$ cat src/sv/jbm_pkg.sv
// ----------------------------------------------------------------------------
// Jog button multiplier package
// Shared types and constants for the jog button and multiplier controller.
// ----------------------------------------------------------------------------
package jbm_pkg;

   localparam int CFG_W    = 16;
   localparam int CSR_IDX_W = 3;

   // Configuration register indexes.
   localparam logic [CSR_IDX_W-1:0] CSR_DEBOUNCE   = 3'd0;
   localparam logic [CSR_IDX_W-1:0] CSR_LONG_PRESS = 3'd1;
   localparam logic [CSR_IDX_W-1:0] CSR_MULT_TMO   = 3'd2;
   localparam logic [CSR_IDX_W-1:0] CSR_FREEZE     = 3'd3;
   localparam logic [CSR_IDX_W-1:0] CSR_CLICK_WIN  = 3'd4;

   // Reset values of the configuration registers.
   localparam logic [CFG_W-1:0] DEBOUNCE_RST   = 16'd50;
   localparam logic [CFG_W-1:0] LONG_PRESS_RST = 16'd800;
   localparam logic [CFG_W-1:0] MULT_TMO_RST   = 16'd5000;
   localparam logic [CFG_W-1:0] FREEZE_RST     = 16'd5000;
   localparam logic [CFG_W-1:0] CLICK_WIN_RST  = 16'd1000;

   // Multiplier codes.
   localparam logic [1:0] MULT_OFF  = 2'd0;
   localparam logic [1:0] MULT_X1   = 2'd1;
   localparam logic [1:0] MULT_X10  = 2'd2;
   localparam logic [1:0] MULT_X100 = 2'd3;

   typedef enum logic [4:0] {
      PH_IDLE        = 5'b00001,
      PH_DEB_PRESS   = 5'b00010,
      PH_PRESSED     = 5'b00100,
      PH_LONG        = 5'b01000,
      PH_DEB_RELEASE = 5'b10000
   } phase_type;

   typedef struct packed {
      logic [CFG_W-1:0] debounce_ms;
      logic [CFG_W-1:0] long_press_ms;
      logic [CFG_W-1:0] multiplier_timeout_ms;
      logic [CFG_W-1:0] freeze_ms;
      logic [CFG_W-1:0] click_window_ms;
   } cfg_type;

   typedef struct packed {
      logic key_down;
      logic spindle_running;
      logic alarm_active;
      logic brake_active;
      logic encoder_moved;
   } req_type;

   typedef struct packed {
      logic [1:0] multiplier_code;
      logic       frozen;
      logic       stop_request;
      logic       display_refresh;
   } rsp_type;

   // Multiplier cycles x1 -> x10 -> x100 -> x1; off also goes to x1.
   function automatic logic [1:0] next_mult(input logic [1:0] m);
      logic [1:0] r;
      case (m)
         MULT_X1:  r = MULT_X10;
         MULT_X10: r = MULT_X100;
         default:  r = MULT_X1;
      endcase
      return r;
   endfunction

endpackage

$ cat src/sv/jog_button_multiplier_fsm.sv
// ----------------------------------------------------------------------------
// Jog button multiplier controller
// Debounces the jog key per millisecond tick, manages the jog multiplier,
// display freeze and spindle stop request.
// ----------------------------------------------------------------------------
// Each req_ beat is one millisecond tick. A beat is held in an input register,
// processed by the button state machine and timers, and its result lands in
// an output register; rsp_valid rises as it loads, which waits while a held
// result is not taken. One beat per cycle is accepted as long as the result
// side keeps taking beats. Configuration writes are always ready and take
// effect on the next cycle; they should be made while no tick is in flight.
module jog_button_multiplier_fsm #(
   parameter int TIMER_BITS = 16
) (
   input  logic                          clock,
   input  logic                          reset,
   input  logic                          req_valid,
   output logic                          req_ready,
   input  logic                          req_key_down,
   input  logic                          req_spindle_running,
   input  logic                          req_alarm_active,
   input  logic                          req_brake_active,
   input  logic                          req_encoder_moved,
   output logic                          rsp_valid,
   input  logic                          rsp_ready,
   output logic [1:0]                    rsp_multiplier_code,
   output logic                          rsp_frozen,
   output logic                          rsp_stop_request,
   output logic                          rsp_display_refresh,
   input  logic                          csr_valid,
   output logic                          csr_ready,
   input  logic [jbm_pkg::CSR_IDX_W-1:0] csr_index,
   input  logic [jbm_pkg::CFG_W-1:0]     csr_wdata
);
   import jbm_pkg::*;

   req_type req_ff;
   logic    in_valid_ff;
   rsp_type rsp_ff;
   logic    rsp_valid_ff;
   rsp_type step_rsp;
   cfg_type cfg;
   logic    advance;

   assign csr_ready = 1'b1;
   assign advance   = in_valid_ff && (!rsp_valid_ff || rsp_ready);
   assign req_ready = !in_valid_ff || advance;

   jbm_csr u_csr (
      .clock     (clock),
      .reset     (reset),
      .csr_valid (csr_valid),
      .csr_index (csr_index),
      .csr_wdata (csr_wdata),
      .cfg       (cfg)
   );

   jbm_core #(
      .TIMER_BITS (TIMER_BITS)
   ) u_core (
      .clock (clock),
      .reset (reset),
      .fire  (advance),
      .req   (req_ff),
      .cfg   (cfg),
      .rsp   (step_rsp)
   );

   always_ff @(posedge clock) begin
      if (reset) begin
         in_valid_ff  <= 1'b0;
         rsp_valid_ff <= 1'b0;
      end else begin
         if (req_ready) begin
            in_valid_ff <= req_valid;
         end
         if (advance) begin
            rsp_valid_ff <= 1'b1;
         end else if (rsp_ready) begin
            rsp_valid_ff <= 1'b0;
         end
      end
   end

   always_ff @(posedge clock) begin
      if (req_valid && req_ready) begin
         req_ff.key_down        <= req_key_down;
         req_ff.spindle_running <= req_spindle_running;
         req_ff.alarm_active    <= req_alarm_active;
         req_ff.brake_active    <= req_brake_active;
         req_ff.encoder_moved   <= req_encoder_moved;
      end
      if (advance) begin
         rsp_ff <= step_rsp;
      end
   end

   assign rsp_valid           = rsp_valid_ff;
   assign rsp_multiplier_code = rsp_ff.multiplier_code;
   assign rsp_frozen          = rsp_ff.frozen;
   assign rsp_stop_request    = rsp_ff.stop_request;
   assign rsp_display_refresh = rsp_ff.display_refresh;

endmodule

$ cat src/sv/jbm_csr.sv
// ----------------------------------------------------------------------------
// Jog button multiplier configuration registers
// Holds the five timing registers written through the configuration port.
// ----------------------------------------------------------------------------
module jbm_csr (
   input  logic                          clock,
   input  logic                          reset,
   input  logic                          csr_valid,
   input  logic [jbm_pkg::CSR_IDX_W-1:0] csr_index,
   input  logic [jbm_pkg::CFG_W-1:0]     csr_wdata,
   output jbm_pkg::cfg_type              cfg
);
   import jbm_pkg::*;

   cfg_type cfg_ff;
   cfg_type cfg_in;

   always_comb begin
      cfg_in = cfg_ff;
      if (csr_valid) begin
         case (csr_index)
            CSR_DEBOUNCE:   cfg_in.debounce_ms           = csr_wdata;
            CSR_LONG_PRESS: cfg_in.long_press_ms         = csr_wdata;
            CSR_MULT_TMO:   cfg_in.multiplier_timeout_ms = csr_wdata;
            CSR_FREEZE:     cfg_in.freeze_ms             = csr_wdata;
            CSR_CLICK_WIN:  cfg_in.click_window_ms       = csr_wdata;
            default:        cfg_in = cfg_ff;
         endcase
      end
   end

   always_ff @(posedge clock) begin
      if (reset) begin
         cfg_ff.debounce_ms           <= DEBOUNCE_RST;
         cfg_ff.long_press_ms         <= LONG_PRESS_RST;
         cfg_ff.multiplier_timeout_ms <= MULT_TMO_RST;
         cfg_ff.freeze_ms             <= FREEZE_RST;
         cfg_ff.click_window_ms       <= CLICK_WIN_RST;
      end else begin
         cfg_ff <= cfg_in;
      end
   end

   assign cfg = cfg_ff;

endmodule

$ cat src/sv/jbm_core.sv
// ----------------------------------------------------------------------------
// Jog button multiplier core
// Button debounce state machine, multiplier and freeze timers; steps once per
// tick when fire is high and presents that tick's result combinationally.
// ----------------------------------------------------------------------------
module jbm_core #(
   parameter int TIMER_BITS = 16
) (
   input  logic             clock,
   input  logic             reset,
   input  logic             fire,
   input  jbm_pkg::req_type req,
   input  jbm_pkg::cfg_type cfg,
   output jbm_pkg::rsp_type rsp
);
   import jbm_pkg::*;

   localparam int CMP_W = (TIMER_BITS > CFG_W) ? TIMER_BITS : CFG_W;

   phase_type             phase_ff, phase_in;
   logic [TIMER_BITS-1:0] btn_el_ff, btn_el_in;
   logic [TIMER_BITS-1:0] mult_el_ff, mult_el_in;
   logic [TIMER_BITS-1:0] frz_el_ff, frz_el_in;
   logic [TIMER_BITS-1:0] since_ff, since_in;
   logic                  last_long_ff, last_long_in;
   logic [1:0]            mult_ff, mult_in;
   logic                  frz_ff, frz_in;

   function automatic logic [TIMER_BITS-1:0] sat_inc(input logic [TIMER_BITS-1:0] v);
      return (&v) ? v : v + 1'b1;
   endfunction

   function automatic logic [CMP_W-1:0] ext_t(input logic [TIMER_BITS-1:0] v);
      return CMP_W'(v);
   endfunction

   function automatic logic [CMP_W-1:0] ext_c(input logic [CFG_W-1:0] v);
      return CMP_W'(v);
   endfunction

   always_comb begin
      logic stop;
      logic refresh;
      logic [TIMER_BITS-1:0] gap;

      btn_el_in    = sat_inc(btn_el_ff);
      mult_el_in   = sat_inc(mult_el_ff);
      frz_el_in    = sat_inc(frz_el_ff);
      since_in     = sat_inc(since_ff);
      phase_in     = phase_ff;
      last_long_in = last_long_ff;
      mult_in      = mult_ff;
      frz_in       = frz_ff;
      stop         = 1'b0;
      refresh      = 1'b0;
      gap          = since_ff;

      if (req.encoder_moved && !req.brake_active) begin
         mult_el_in = '0;
      end

      if (frz_ff && (ext_t(frz_el_in) > ext_c(cfg.freeze_ms))) begin
         frz_in = 1'b0;
      end

      if (((mult_ff == MULT_X10) || (mult_ff == MULT_X100)) &&
          (ext_t(mult_el_in) > ext_c(cfg.multiplier_timeout_ms))) begin
         mult_in = MULT_X1;
         refresh = 1'b1;
      end

      case (phase_ff)
         PH_DEB_PRESS: begin
            if (!req.key_down) begin
               phase_in = PH_IDLE;
            end else if (ext_t(btn_el_in) >= ext_c(cfg.debounce_ms)) begin
               phase_in  = PH_PRESSED;
               btn_el_in = '0;
            end
         end
         PH_PRESSED: begin
            if (!req.key_down) begin
               phase_in  = PH_DEB_RELEASE;
               btn_el_in = '0;
            end else if (ext_t(btn_el_in) >= ext_c(cfg.long_press_ms)) begin
               last_long_in = 1'b1;
               stop         = 1'b1;
               mult_in      = MULT_OFF;
               frz_in       = 1'b1;
               frz_el_in    = '0;
               since_in     = '0;
               refresh      = 1'b1;
               phase_in     = PH_LONG;
            end
         end
         PH_LONG: begin
            if (!req.key_down) begin
               phase_in  = PH_DEB_RELEASE;
               btn_el_in = '0;
            end
         end
         PH_DEB_RELEASE: begin
            if (req.key_down) begin
               phase_in = PH_PRESSED;
            end else if (ext_t(btn_el_in) >= ext_c(cfg.debounce_ms)) begin
               phase_in = PH_IDLE;
               if (last_long_ff) begin
                  last_long_in = 1'b0;
               end else if (!req.alarm_active && !req.brake_active) begin
                  // The click gap is the time since the previous click or long press,
                  // taken after this tick's increment.
                  gap      = since_in;
                  since_in = '0;
                  if (req.spindle_running) begin
                     if (!frz_in) begin
                        mult_in = MULT_X1;
                        frz_in  = 1'b1;
                     end else begin
                        mult_in = next_mult(mult_in);
                     end
                     frz_el_in = '0;
                  end else if (ext_t(gap) > ext_c(cfg.click_window_ms)) begin
                     mult_in = MULT_X1;
                  end else begin
                     mult_in = next_mult(mult_in);
                  end
                  mult_el_in = '0;
                  refresh    = 1'b1;
               end
            end
         end
         default: begin
            phase_in = PH_IDLE;
            if (req.key_down) begin
               phase_in  = PH_DEB_PRESS;
               btn_el_in = '0;
            end
         end
      endcase

      rsp.multiplier_code = mult_in;
      rsp.frozen          = frz_in;
      rsp.stop_request    = stop;
      rsp.display_refresh = refresh;
   end

   always_ff @(posedge clock) begin
      if (reset) begin
         phase_ff     <= PH_IDLE;
         btn_el_ff    <= '0;
         mult_el_ff   <= '0;
         frz_el_ff    <= '0;
         since_ff     <= '0;
         last_long_ff <= 1'b0;
         mult_ff      <= MULT_X1;
         frz_ff       <= 1'b0;
      end else if (fire) begin
         phase_ff     <= phase_in;
         btn_el_ff    <= btn_el_in;
         mult_el_ff   <= mult_el_in;
         frz_el_ff    <= frz_el_in;
         since_ff     <= since_in;
         last_long_ff <= last_long_in;
         mult_ff      <= mult_in;
         frz_ff       <= frz_in;
      end
   end

endmodule
$ cat config.mk
export PLATFORM = sky130hd
export DESIGN_NAME = jog_button_multiplier_fsm
export DESIGN_NICKNAME = d
export VERILOG_FILES = /design/src/sv/jbm_pkg.sv /design/src/sv/jog_button_multiplier_fsm.sv /design/src/sv/jbm_csr.sv /design/src/sv/jbm_core.sv
export SDC_FILE = /design/constraint.sdc
export NUM_CORES = 1
export LEC_CHECK = 0
export ABC_AREA = 1
export BUFFER_PORTS_ARGS = -buffer_cell sky130_fd_sc_hd__clkbuf_2
export CAP_MARGIN = 20
export CORE_ASPECT_RATIO = 0.5
export CORE_MARGIN = 5
export CORE_UTILIZATION = 45
export CTS_CLUSTER_SIZE = 8
export DETAILED_ROUTE_END_ITERATION = 6
export GPL_TIMING_DRIVEN = 1
export PLACE_DENSITY = 0.57
export SLEW_MARGIN = 20
export SYNTH_ARGS = -nofsm -noshare
export SYNTH_HDL_FRONTEND = slang
export SYNTH_SLANG_ARGS = --single-unit
$ cat constraint.sdc
create_clock -name clock -period 4.2 [get_ports clock]
set_clock_uncertainty 0.2 [all_clocks]
set_input_delay 0.63 -clock clock [delete_from_list [all_inputs] [get_ports clock]]
set_output_delay 0.63 -clock clock [all_outputs]
set_load 0.03 [all_outputs]
Word-level counts from Yosys, hierarchy flattened
Index checks and enable logic that the tools add are counted.
{"block": "totals", "reg_bits": 165, "in_bits": 29, "wordCells": 158}
{"block": "op_classes", "add_sub_neg": 4, "n_lt_le_gt_ge": 5, "n_eq_ne": 20, "n_mux": 76, "reduce_logical": 29}
{"op": "2-to-1 mux 16 bit", "count": 27}
{"op": "adder 16 x 1 -> 16 bit (second input constant)", "count": 4}
{"op": "case mux 16 bit (2 select lines)", "count": 2}
{"op": "AND reduction 16 bit", "count": 4}
{"op": "> comparator 16 bit", "count": 3}
{"op": "case mux 16 bit (3 select lines)", "count": 1}
{"op": "2-to-1 mux 5 bit", "count": 7}
{"op": ">= comparator 16 bit", "count": 2}
{"op": "2-to-1 mux 1 bit", "count": 22}
{"op": "2-to-1 mux 2 bit", "count": 11}
{"op": "case mux 5 bit (4 select lines)", "count": 1}
{"op": "AND reduction 2 bit", "count": 6}
{"op": "!= test 3 x 2 -> 1 bit (second input constant)", "count": 3}
{"op": "case mux 2 bit (2 select lines)", "count": 2}
{"op": "equality test 2 bit (second input constant)", "count": 3}
{"op": "equality test 3 x 2 -> 1 bit (second input constant)", "count": 2}
{"op": "logical AND 1 bit", "count": 6}
{"op": "!= test 2 bit (second input constant)", "count": 3}
{"op": "case mux 1 bit (2 select lines)", "count": 3}
{"op": "AND reduction 6 bit", "count": 1}
{"op": "equality test 5 x 2 -> 1 bit (second input constant)", "count": 1}
{"op": "equality test 5 x 3 -> 1 bit (second input constant)", "count": 1}
{"op": "equality test 5 x 4 -> 1 bit (second input constant)", "count": 1}
{"op": "equality test 5 bit (second input constant)", "count": 1}
{"op": "other kinds (10)", "count": 17}

Depth between registers and ports, before layout
Gate-level depths: netlist of run 1.
{"block": "depth", "depth_word": 15, "ltp_mapped": 26, "ltp_nobuf": 26}

Modules after synthesis
A second synthesis of run 1 with hierarchy kept.
{"block": "unflattened", "cells_unflattened": 1566, "area_unflattened_um2": 10413.7}
{"module": "jbm_core", "n_inst": 1, "cells_per_inst": 1097, "area_each_um2": 6847.8, "seq_area_each_um2": 1461.4}
{"module": "jbm_csr", "n_inst": 1, "cells_per_inst": 445, "area_each_um2": 3163.0, "seq_area_each_um2": 1601.5}
{"module": "jog_button_multiplier_fsm", "n_inst": 1, "cells_per_inst": 24, "area_each_um2": 402.9, "seq_area_each_um2": 340.3}

Worst setup path before layout of run 1
No wires, ideal clock.
{"block": "synth_path", "kind": "register to register", "startpoint": "reg u_core.btn_el_ff[0]", "endpoint": "reg u_core.frz_el_ff[6]", "setup_ns": 0.132, "arrival_time_ns": 2.823, "slack_ns": 1.044, "path_stages_with_launch": 19, "synth_period_minus_slack_ns": 3.156, "path_cell_list": "dfxtp_1 > ha_1 > inv_1 > nor3_1 > nand2_1 > nor4_1 > xor2_1 > nand2_1 > ha_1 > nand2_1 > nor3_1 > nand3_1 > nand3_2 > nand2_1 > inv_1 > nand3_2 > buf_4 > nand3_1 > a21oi_1"}
{"block": "synth_between", "elab_chain_cells": 6}
{"element": "from (decl)", "line_no": "jbm_core.sv:21", "source": "logic [TIMER_BITS-1:0] btn_el_ff, btn_el_in;"}
{"element": "from (signal assigned)", "line_no": "jbm_core.sv:159", "source": "btn_el_ff <= btn_el_in;"}
{"element": "adder 16 x 1 -> 16 bit / AND reduction 16 bit (equally long branches)", "line_no": "jbm_core.sv:30", "source": "return (&v) ? v : v + 1'b1;"}
{"element": "2-to-1 mux 16 bit *", "line_no": "jbm_core.sv:30"}
{"element": ">= comparator 16 bit, on equally long branches", "line_no": "jbm_core.sv:105, jbm_core.sv:85"}
{"element": "2-to-1 mux 16 bit, on equally long branches", "line_no": "jbm_core.sv:105, jbm_core.sv:85"}
{"element": "2-to-1 mux 16 bit, on equally long branches", "line_no": "jbm_core.sv:103, jbm_core.sv:82"}
{"element": "case mux 16 bit (2 select lines) *", "line_no": "jbm_core.sv:72", "source": "case (phase_ff)"}
{"element": "to (signal assigned)", "line_no": "jbm_core.sv:161", "source": "frz_el_ff <= frz_el_in;"}
{"element": "to (decl)", "line_no": "jbm_core.sv:23", "source": "logic [TIMER_BITS-1:0] frz_el_ff, frz_el_in;"}
Every way passes the cells marked *; elsewhere a longest branch is shown, timed or not.
A chain may end at the register's enable or synchronous reset.

Worst setup path in the final report of run 1
{"block": "layout_path", "startpoint": "reg u_core.btn_el_ff[0]", "endpoint": "reg u_core.frz_el_ff[4]"}
The elaborated chain is that of the path after synthesis.

==> flow_metrics.tcl, run 1 <==
set metrics [dict create \
    status "finished, final reports clean" \
    cts_sinks 165 \
    internal-power_uw 2590 \
    cpLargestDelayFamily "simple AND/OR/NAND/NOR gates" \
    vias 8660 \
    slew_violations 0 \
    multiInputGateArea_mm2 0.00548 \
    initial_core_util_pct 45.4 \
    p_comb_share_pct 8.2 \
    max_slew_margin_pct 35.6 \
    rows 38 \
    die_h_um 114 \
    tightest_slew_ps 966 \
    reg2reg_setup_slack_ps 520 \
    cts.path.max_buffers 2 \
    rsz0062_at_grt "no" \
    utilization_pct 50.1 \
    rr_endpoint "u_core.frz_el_ff[4]$_SDFFE_PP0P_" \
    path_class "reg2reg" \
    track_usage_pct 20.9 \
    final_nets 1494 \
    period_minus_slack_ps 3680 \
    ys_ff_latch 165 \
    yosys-top-cells-area "dfxtp_1 32%, nand2_1 11%, ha_1 11%" \
    dieArea_mm2 0.0250 \
    netlist_instances 1364 \
    hold_viol_final 0 \
    fmax_mhz 272 \
    antenna_found_initial 0 \
    place_hpwl_mm 18.1 \
    syn_area_mm2 0.00978 \
    h-tree-depth 4 \
    worst-r2r-cell-count 19 \
    fillers 2111 \
    overflow 0 \
    clock_latency_ps 450 \
    irDropWorstVdd_v 0.000198 \
    reg2reg_from "u_core.btn_el_ff[0]$_SDFFE_PP0P_" \
    worst_hold_path.num_cells 1 \
    initialDrtViolationCount 627 \
    cts-hold-fix-buffers 0 \
    holdCritStartpoint "req_alarm_active" \
    via_per_inst 5.12 \
    seq_area_mm2 0.00340 \
    synth_top_area_share_pct 31.7 \
    drive_above_1_share_pct 9.05 \
    syn_area_per_cell_um2 7.17 \
    grt_pass1_vias 7918 \
    io_buffers 35 \
    synth_top_area_cell "dfxtp_1" \
    cts_tree "done" \
    min_to "req_ff[2]$_DFFE_PP_" \
    maxCapViolCount 0 \
    synthFlopType "dfxtp_1" \
    synth-seq-area-share_pct 34.8 \
    switching_power_uw 920 \
    setup.worst_path.start_class "flip-flop" \
    worstPathRequired_ps 4290 \
    crit_path_end_kind "flip-flop" \
    pwr_density_cell_mw_per_mm2 325 \
    async_reset_ff_share_pct 0 \
    tns_ps 0 \
    power.total_uw 3510 \
    cts.reportedPaths.clkPinSlew_ps 70 \
    power_leakage_uw 0.00480 \
    cp_max_fo 16 \
    diodes 0 \
    area_growth_pct 10.4 \
    cp_cell_sequence "ha_1 -> inv_1 -> nor3_2 -> nand2_1 -> nor2_2 -> inv_1 -> nand2_1 -> buf_4 -> ha_1 -> nand4_1 -> nor3_1 -> nand3_1 -> nand3_1 -> nand2_2 -> inv_2 -> nor2_4 -> buf_12 -> nand3_1 -> a21oi_1" \
    gp_congestion 0.913 \
    seq_power_share_pct 46.8 \
    drcViolationCount 0 \
    core-area_mm2 0.0215 \
    switching_share_pct 26.2 \
    first_pass_iters 5 \
    cts_buffers 17 \
    max_stage_delay_ps 450 \
    cp_data_arrival_time_ps 3770 \
    crit_path_top_delay_cell "dfxtp_1" \
    ys_warn_count 0 \
    num_io_pins 37 \
    cts-root-buf "clkbuf_16" \
    finalCritPeriodShare_pct 87.6 \
    syn_nets 1478 \
    postRouteAntennaNets 0 \
    clkPwrFrac_pct 45.0 \
    grt_max_degree 80 \
    crit_path_frequent_cell "nand3_1" \
    grt_pass1_wl_mm 41.1 \
    synth_edf_count 10 \
    drt-total-wl_mm 25.3 \
    ys_types 49 \
    setup_viol_count_final 0 \
    wire_per_inst_um 15.0 \
    hold_path_class "in2reg" \
    die_w_um 219 \
    path_buf_inv 5 \
]
==> cell usage in the layout (no fill, tap or decap), types with 3 or more instances in the layout <==
| cell | Yosys | final |
|---|---|---|
| o211ai_1 | 17 | 17 |
| nor2_2 | 6 | 6 |
| nand2_2 | 8 | 9 |
| inv_6 | 0 | 3 |
| clkinv_1 | 2 | 4 |
| o21ai_0 | 89 | 89 |
| clkbuf_16 | 0 | 17 |
| nor2_4 | 5 | 5 |
| dfxtp_1 | 155 | 155 |
| buf_4 | 5 | 5 |
| o21a_1 | 7 | 7 |
| nand3_1 | 70 | 70 |
| xor2_1 | 22 | 22 |
| inv_2 | 7 | 7 |
| inv_1 | 174 | 173 |
| nor2_1 | 86 | 86 |
| nand4_1 | 18 | 18 |
| clkbuf_2 | 0 | 35 |
| edfxtp_1 | 10 | 10 |
| o21bai_1 | 5 | 5 |
| a21oi_1 | 179 | 179 |
| nor4_1 | 8 | 8 |
| or2_2 | 4 | 4 |
| clkinv_2 | 1 | 3 |
| ha_1 | 85 | 85 |
| nor3_1 | 21 | 21 |
| nand3_2 | 6 | 5 |
| a21oi_2 | 4 | 4 |
| xnor2_1 | 12 | 12 |
| nand2_1 | 292 | 291 |
| a21o_1 | 4 | 4 |
| clkinv_4 | 1 | 4 |
==> cells by family after synthesis <==
family | synth area share [%]
other | 0.0383
buffers and inverters | 9.25
adder cells (fa/ha/maj) | 10.9
AO/OA/AOI/OAI | 17.3
AND/OR/NAND/NOR | 24.3
XOR/XNOR | 3.38
flip-flops | 34.8
==> synth_stat cells, types with 2 or more instances <==
master and number:
edfxtp_1 10, o21ai_1 2, a31oi_1 2, buf_6 2
o21ai_0 89, nand3b_1 2, clkbuf_1 36, xor2_1 22
buf_4 5, a21oi_2 4, o21a_1 7, inv_1 174
nor3_4 2, nor3_1 21, nor4_1 8, ha_1 85
nand3_1 70, xnor2_1 12, nor2_1 86, o211ai_1 17
nand2_2 8, a21o_1 4, dfxtp_1 155, or2_2 4
inv_2 7, nand3_2 6, nand4_1 18, a211oi_2 2
clkinv_1 2, nor2_4 5, nor2_2 6, nand2_1 292
o21bai_1 5, a21oi_1 179
==> layout make-up <==
class | instances | area share [%]
clock buffers | 18 | 3.97
repair buffers | 42 | 2.34
flip-flops and latches | 165 | 31.5
inverters | 185 | 6.50
well taps | 300 | 3.48
multi-input cells | 969 | 50.8
clock inverters | 14 | 1.40
==> repair_timing <==
action                     CTS  global route
buffers inserted             0             2
resized for setup            0             1
setup endpoints to repair    0            19
==> per-stage QoR <==
step	hold slack, ps	std cells	setup slack [ps]	cell area, µm²
global route	140	1693	54.6	10800
finish	165	1693	519	10800
detailed placement	256	1659	401	10200
global placement	247	1659	466	10200
floorplan	235	1364	1040	9780
CTS	143	1691	396	10700
==> power groups by stage <==
stage                     Combinational (µW)  Clock (µW)  Sequential (µW)
after detailed placement                 283           0             1680
after CTS                                284        1610             1640
after global placement                   275           0             1680
final                                    289        1580             1640
after global routing                     327        1680             1650
after floorplan                          187           0             1680
==> metal layers <==
layer	up-vias	GRT usage [%]	share of wire, %
li1	4541	-	-
met1	3954	30.6	53
met2	144	31.9	42
met3	21	3.57	3.8
met4	0	5.81	1.2
met5	-	0	0
==> flip-flops by register name, summed over array words and instances (netlist names) <==
signal / cells
rsp_display_refresh: 1
rsp_multiplier_code: 2
u_csr.cfg: 80
u_core.mult_ff: 2
u_core.frz_ff: 1
rsp_valid: 1
rsp_stop_request: 1
u_core.btn_el_ff: 16
rsp_frozen: 1
u_core.last_long_ff: 1
in_valid_ff: 1
u_core.frz_el_ff: 16
req_ff: 5
u_core.phase_ff: 5
u_core.since_ff: 16
u_core.mult_el_ff: 16
==> how the worst max path moves through the flow <==
stage	from	to	slack [ps]	depth (start not counted)
detailed placement	u_core.btn_el_ff[0]$_SDFFE_PP0P_	u_core.frz_el_ff[4]$_SDFFE_PP0P_	400	17
global route	u_core.btn_el_ff[0]$_SDFFE_PP0P_	u_core.btn_el_ff[10]$_SDFFE_PP0P_	50	20
finish	u_core.btn_el_ff[0]$_SDFFE_PP0P_	u_core.frz_el_ff[4]$_SDFFE_PP0P_	520	19
CTS	u_core.btn_el_ff[0]$_SDFFE_PP0P_	u_core.frz_el_ff[4]$_SDFFE_PP0P_	400	17
floorplan	u_core.btn_el_ff[0]$_SDFFE_PP0P_	u_core.frz_el_ff[6]$_SDFFE_PP0P_	1040	18
global placement	u_core.btn_el_ff[0]$_SDFFE_PP0P_	u_core.frz_el_ff[0]$_SDFFE_PP0P_	470	17
Note: power is estimated with default switching activity, not from simulation.
==> run 2: changes to the inputs <==
--- a/config.mk
+++ b/config.mk
@@ -13,7 +13,7 @@
 export CORE_UTILIZATION = 45
 export CTS_CLUSTER_SIZE = 8
 export DETAILED_ROUTE_END_ITERATION = 6
-export GPL_TIMING_DRIVEN = 1
+export GPL_TIMING_DRIVEN = 0
 export PLACE_DENSITY = 0.57
 export SLEW_MARGIN = 20
 export SYNTH_ARGS = -nofsm -noshare
==> run 2 against run 1 <==
  * Sequential power barely moved
  * Largest power group is now the clock network
  * Non-clock buffer count rose by 37
  * Largest cell class unchanged
  * Fmax down 3.1%
  * Final area up 1.8%
  * Via count up 3.7%
  * Total power is 5.7% higher
  * Critical endpoint is now u_core.since_ff[15]$_SDFFE_PP0P_
==> flow_metrics.tcl, run 2 (synthesized netlist as in run 1, its figures left out) <==
set metrics [dict create \
    power_leakage_uw 0.00488 \
    drive_above_1_share_pct 8.96 \
    wire_per_inst_um 15.8 \
    crit_path_end_kind "flip-flop" \
    cts-hold-fix-buffers 0 \
    drcViolationCount 0 \
    hold_viol_final 0 \
    slew_violations 0 \
    num_io_pins 37 \
    antenna_found_initial 1 \
    cts.path.max_buffers 2 \
    first_pass_iters 5 \
    grt_pass1_wl_mm 44.4 \
    largest_register_ff_count 80 \
    grt_pass1_vias 8561 \
    final_nets 1531 \
    pwr_density_cell_mw_per_mm2 337 \
    postRouteAntennaNets 0 \
    final_cell_mix "292 x nand2_1, 179 x a21oi_1, 174 x inv_1, 154 x dfxtp_1, 89 x o21ai_0" \
    io_buffers 34 \
    setup_viol_count_final 0 \
    cts_sinks 165 \
    period_minus_slack_ps 3800 \
    rsz0062_at_grt "no" \
    tightest_slew_ps 862 \
    initialDrtViolationCount 624 \
    max_slew_margin_pct 42.5 \
    cts-root-buf "clkbuf_16" \
    cp_data_arrival_time_ps 3970 \
    h-tree-depth 4 \
    drt-total-wl_mm 27.3 \
    tns_ps 0 \
    cts_setup_buffers 0 \
    die_h_um 114 \
    core-area_mm2 0.0215 \
    area_growth_pct 12.4 \
    layout_commonest_cell "nand2_1" \
    place_hpwl_mm 20.8 \
    irDropWorstVdd_v 0.000257 \
    fmax_mhz 263 \
    cts-resized-gates 0 \
    dieArea_mm2 0.0250 \
    status "finished, final reports clean" \
    utilization_pct 51.0 \
    diodes 0 \
    finalCritPeriodShare_pct 90.5 \
    setup.worst_path.start_class "flip-flop" \
    track_usage_pct 22.7 \
    hold_path_class "in2reg" \
    path_class "reg2reg" \
    cts_tree "done" \
    initial_core_util_pct 45.4 \
    via_per_inst 5.19 \
    die_w_um 219 \
    worstPathRequired_ps 4370 \
    rows 38 \
    maxCapViolCount 0 \
    clock_latency_ps 450 \
    vias 8981 \
    grt_max_degree 17 \
    overflow 0 \
    cts.reportedPaths.clkPinSlew_ps 60 \
    cts_buffers 17 \
    cp_max_fo 10 \
    gp_congestion 0.902 \
]
==> run 2: changes by cell type in the layout (fill, tap and decap cells not counted), moves of 2 or more <==
cell	change
nand3_2	+2
clkbuf_8	+3
bufinv_16	+3
inv_6	-3
clkbuf_1	+37
clkinv_4	-3
buf_6	+2
clkinv_1	-2
buf_12	-2
==> run 2: layout make-up <==
class / instances / area [µm²]
Buffer: 45 / 204
Multi-Input combinational cell: 969 / 5490
Clock buffer: 22 / 474
Clock inverter: 9 / 175
Timing Repair Buffer: 34 / 170
Fill cell: 2153 / 10500
Inverter: 185 / 701
Sequential cell: 165 / 3400
Tap cell: 300 / 375
==> run 2: final timing paths <==
path	start	endpoint	slack, ps	cells after the start
worst min-delay path	req_encoder_moved	req_ff[0]$_DFFE_PP_	160	1
worst max-delay path	u_core.btn_el_ff[2]$_SDFFE_PP0P_	u_core.since_ff[15]$_SDFFE_PP0P_	400	19
worst min register to register	u_csr.cfg[17]$_SDFFE_PP0P_	u_csr.cfg[17]$_SDFFE_PP0P_	260	2
worst max register to register	u_core.btn_el_ff[2]$_SDFFE_PP0P_	u_core.since_ff[15]$_SDFFE_PP0P_	400	19
==> run 2: power breakdown <==
group / switching, µW / total (µW) / internal [µW]
clock: 662 / 1760 / 1100
combinational: 218 / 307 / 89.1
sequential: 20.1 / 1640 / 1620
==> run 2: critical path, cell delays in order (launching register included) <==
cell and delay (ps):
dfxtp_1 450, inv_2 80, nor3_1 290, nand3_1 200, nor3_1 230, xor2_1 170
nand2_1 140, ha_1 320, nand2_1 70, inv_1 30, nor2_1 80, o21ai_0 110
a21oi_1 240, nand3_2 200, nand2_2 160, inv_2 90, nor2_4 270, buf_6 190
nand2_1 50, a21oi_1 130
==> run 2: through the flow <==
| stage | setup WS (ps) | cell area (µm²) | power [µW] | instances | hold WS, ps |
|---|---|---|---|---|---|
| floorplan | 1040 | 9780 | 1870 | 1364 | 235 |
| global route | 25.2 | 11000 | 3840 | 1729 | 145 |
| global placement | 282 | 10300 | 1970 | 1698 | 251 |
| CTS | 171 | 11000 | 3740 | 1729 | 142 |
| finish | 401 | 11000 | 3710 | 1729 | 163 |
| detailed placement | 206 | 10300 | 1980 | 1698 | 252 |
==> run 2: layer usage <==
layer  routed length, µm  part of all wire (%)  vias up  global-route usage [%]
met3                1470                   5.4       44                    4.81
met2               12100                    44      210                    36.5
met4                 525                   1.9        0                    6.94
li1                    -                     -     4611                       -
met5                   0                     0        -                       0
met1               13200                    48     4116                    31.0
==> run 3: changes to the inputs <==
--- a/config.mk
+++ b/config.mk
@@ -5,7 +5,6 @@
 export SDC_FILE = /design/constraint.sdc
 export NUM_CORES = 1
 export LEC_CHECK = 0
-export ABC_AREA = 1
 export BUFFER_PORTS_ARGS = -buffer_cell sky130_fd_sc_hd__clkbuf_2
 export CAP_MARGIN = 20
 export CORE_ASPECT_RATIO = 0.5
@@ -14,7 +13,7 @@
 export CTS_CLUSTER_SIZE = 8
 export DETAILED_ROUTE_END_ITERATION = 6
 export GPL_TIMING_DRIVEN = 0
-export PLACE_DENSITY = 0.57
+export PLACE_DENSITY = 0.59
 export SLEW_MARGIN = 20
 export SYNTH_ARGS = -nofsm -noshare
 export SYNTH_HDL_FRONTEND = slang
==> constraint.sdc (replaced) <==
create_clock -name clock -period 3.24 [get_ports clock]
set_clock_uncertainty 0.2 [all_clocks]
set_input_delay 0.486 -clock clock [delete_from_list [all_inputs] [get_ports clock]]
set_output_delay 0.486 -clock clock [all_outputs]
set_load 0.03 [all_outputs]
==> run 3 against run 2 <==
  * The run now ends with setup timing left
  * Flip-flop and latch count unchanged
  * Fmax down 3.3%
  * Worst hold slack worse by 140 ps
  * Critical endpoint is now u_core.mult_ff[1]$_SDFFE_PP0P_
  * Largest power group is now registers
==> flow_metrics.tcl, run 3 <==
set metrics [dict create \
    violations "setup timing" \
    initialDrtViolationCount 799 \
    cts_tree "done" \
    fmax_mhz 255 \
    cp_max_fo 5 \
    crit_path_top_delay_cell "nor4_4" \
    cts.path.max_buffers 2 \
    die_h_um 115 \
    yosys-top-cells-area "dfxtp_1 31%, ha_1 11%, nand2_1 9.0%" \
    synth_edf_count 10 \
    overflow 0 \
    reg2reg_setup_slack_ps -690 \
    setup.worst_path.start_class "flip-flop" \
    rr_endpoint "u_core.mult_ff[1]$_SDFFE_PP0P_" \
    antenna_found_initial 0 \
    cts_buffers 17 \
    period_minus_slack_ps 3930 \
    cp_cell_sequence "nand4_1 -> buf_4 -> nor4_4 -> nand3_2 -> mux2i_2 -> nor2_4 -> ha_4 -> nand4_1 -> buf_4 -> o41ai_4 -> a31oi_4 -> or2_4 -> ha_4 -> nand4b_1 -> o31ai_2" \
    drt-total-wl_mm 33.5 \
    area_growth_pct 32.3 \
    postRouteAntennaNets 0 \
    die_w_um 220 \
    layout_commonest_cell "nand2_1" \
    cts_sinks 165 \
    drcViolationCount 0 \
    utilization_pct 60.5 \
    async_reset_ff_share_pct 0 \
    grt_pass1_vias 9517 \
    setup_viol_count_final 78 \
    core-area_mm2 0.0216 \
    syn_nets 1376 \
    hold_viol_final 0 \
    dp_cells 1596 \
    fillers 1893 \
    io_buffers 34 \
    grt_max_degree 17 \
    synth_top_area_share_pct 31.4 \
    pwr_density_cell_mw_per_mm2 345 \
    min_to "req_ff[2]$_DFFE_PP_" \
    reg2reg_from "u_core.mult_el_ff[9]$_SDFFE_PP0P_" \
    irDropWorstVdd_v 0.000312 \
    cts.reportedPaths.clkPinSlew_ps 70 \
    slew_violations 0 \
    drive_above_1_share_pct 26.7 \
    track_usage_pct 26.7 \
    first_pass_iters 7 \
    rows 38 \
    syn_area_mm2 0.00989 \
    worst_hold_path.num_cells 1 \
    hold_path_class "in2reg" \
    crit_path_end_kind "flip-flop" \
    synth-seq-area-share_pct 34.4 \
    tightest_slew_ps 975 \
    largest_register_ff_count 80 \
    setup_ws_ps -689 \
    grt_pass1_wl_mm 52.4 \
    cts-root-buf "clkbuf_16" \
    clock_latency_ps 450 \
    power_leakage_uw 0.00496 \
    synth_top_area_cell "dfxtp_1" \
    cp_data_arrival_time_ps 4090 \
    diodes 0 \
    worstPathRequired_ps 3400 \
    yosysMostFrequentCell "nand2_1" \
    h-tree-depth 4 \
    vias 9841 \
    synthFlopType "dfxtp_1" \
    via_per_inst 5.75 \
    tns_ps -43210 \
    place_hpwl_mm 23.0 \
    status "finished, violations left" \
    ys_warn_count 0 \
    finalCritPeriodShare_pct 121 \
    max_slew_margin_pct 35.0 \
    synthTopCellsByCount "238 x nand2_1, 155 x dfxtp_1, 113 x a21oi_1, 88 x inv_1, 85 x ha_1" \
    syn_area_per_cell_um2 7.83 \
    holdCritStartpoint "req_alarm_active" \
    instances_no_fill 1710 \
    netlist_instances 1262 \
    maxCapViolCount 0 \
    rsz0062_at_grt "yes" \
    num_io_pins 37 \
    worst-r2r-cell-count 15 \
    ys_ff_latch 165 \
    final_cell_mix "228 x nand2_1, 127 x dfxtp_1, 95 x a21oi_1, 86 x inv_1, 70 x ha_1" \
    max_stage_delay_ps 400 \
    ys_types 73 \
    initial_core_util_pct 45.7 \
    wire_per_inst_um 19.6 \
    path_class "reg2reg" \
    gp_congestion 0.913 \
    dieArea_mm2 0.0252 \
    final_nets 1511 \
]
-- run 3: changes by cell type in the layout (fill, tap and decap cells not counted), moves of 16 or more --
cell and change:
buf_6 +16, nor2_1 -20, buf_4 +52, xor2_1 -16, dfxtp_1 -27, nand3_1 -35, nand2_1 -64, o21ai_0 -74
and3_1 +16, inv_1 -88, a21oi_1 -84
-- run 3: logic make-up (layout without fill, tap and decap cells) --
kind of cell / count (synthesis) / after routing / synth area share [%]
AOI/OAI and AO/OA: 284 / 284 / 19.0
xor gates and xnor gates: 35 / 35 / 3.10
adders and majority gates: 85 / 85 / 10.8
buffers and inverters: 155 / 302 / 6.05
DFF: 165 / 165 / 34.4
muxes: 12 / 12 / 1.32
other: 1 / 1 / 0.0379
and+or+nand+nor: 525 / 526 / 25.3
-- run 3: worst max-delay path: cells and delay by family, from the launching register on --
kind	cells	cell delay [ps]
muxes	1	280
and+or+nand+nor	7	1480
AOI/OAI and AO/OA	3	570
adders and majority gates	2	520
DFF	1	370
buffers and inverters	2	410
-- run 3: per-layer routing --
layer,GRT usage [%],vias up,part of all wire [%]
met2,44.6,261,47
met4,6.44,0,2.0
met1,36.6,4780,46
met5,0,-,0
li1,-,4748,-
met3,4.50,52,5.4
-- run 3: power by group --
| part | switching [µW] | total [µW] | leakage [µW] | internal (µW) |
|---|---|---|---|---|
| Clock | 909 | 1980 | 0.000264 | 1070 |
| Sequential | 27.7 | 2110 | 0.00137 | 2080 |
| Combinational | 285 | 430 | 0.00332 | 145 |
-- run 3: metrics by stage --
stage / area, µm² / total power [µW] / worst slack [ps] / hold slack, ps
final: 13100 / 4510 / -689 / 22.0
after global routing: 13100 / 4670 / -793 / 3.97
after CTS: 12700 / 4510 / -564 / 4.52
after detailed placement: 10600 / 2500 / -1110 / 248
after global placement: 10600 / 2490 / -1070 / 244
after floorplan: 10000 / 2360 / -336 / 229
-- run 3: area by class of cell --
type                       instances  area, µm²  share of cell area (%)
clock buffer                      22        485                    3.71
inverter                          89        334                    2.55
clock inverter                    10       72.6                   0.555
tap                              300        375                    2.87
multi-input combinational        943       6960                    53.2
timing repair buffer             119        995                    7.60
sequential                       165       3470                    26.6
buffer                            62        383                    2.93
-- run 3: how the worst max path moves through the flow --
stage | startpoint | endpoint | slack, ps | cells past startpoint
global route | u_core.mult_el_ff[9]$_SDFFE_PP0P_ | u_core.mult_ff[1]$_SDFFE_PP0P_ | -790 | 15
finish | u_core.mult_el_ff[9]$_SDFFE_PP0P_ | u_core.mult_ff[1]$_SDFFE_PP0P_ | -690 | 15
CTS | u_core.mult_el_ff[13]$_SDFFE_PP0P_ | u_core.mult_ff[1]$_SDFFE_PP0P_ | -560 | 14
global placement | u_core.btn_el_ff[5]$_SDFFE_PP0P_ | rsp_multiplier_code[0]$_DFFE_PP_ | -1070 | 15
detailed placement | u_core.btn_el_ff[5]$_SDFFE_PP0P_ | rsp_multiplier_code[0]$_DFFE_PP_ | -1110 | 15
floorplan | u_core.btn_el_ff[3]$_SDFFE_PP0P_ | u_core.phase_ff[2]$_SDFFE_PP0P_ | -340 | 15
-- run 3: repair_timing --
action                                 CTS  global route
cloned                                   7             0
pin swaps                              129            53
endpoints found under the hold margin    4             0
buffers inserted                        53            26
resized for setup                      209            66
hold buffers                             4             0
setup endpoints to repair               78            78
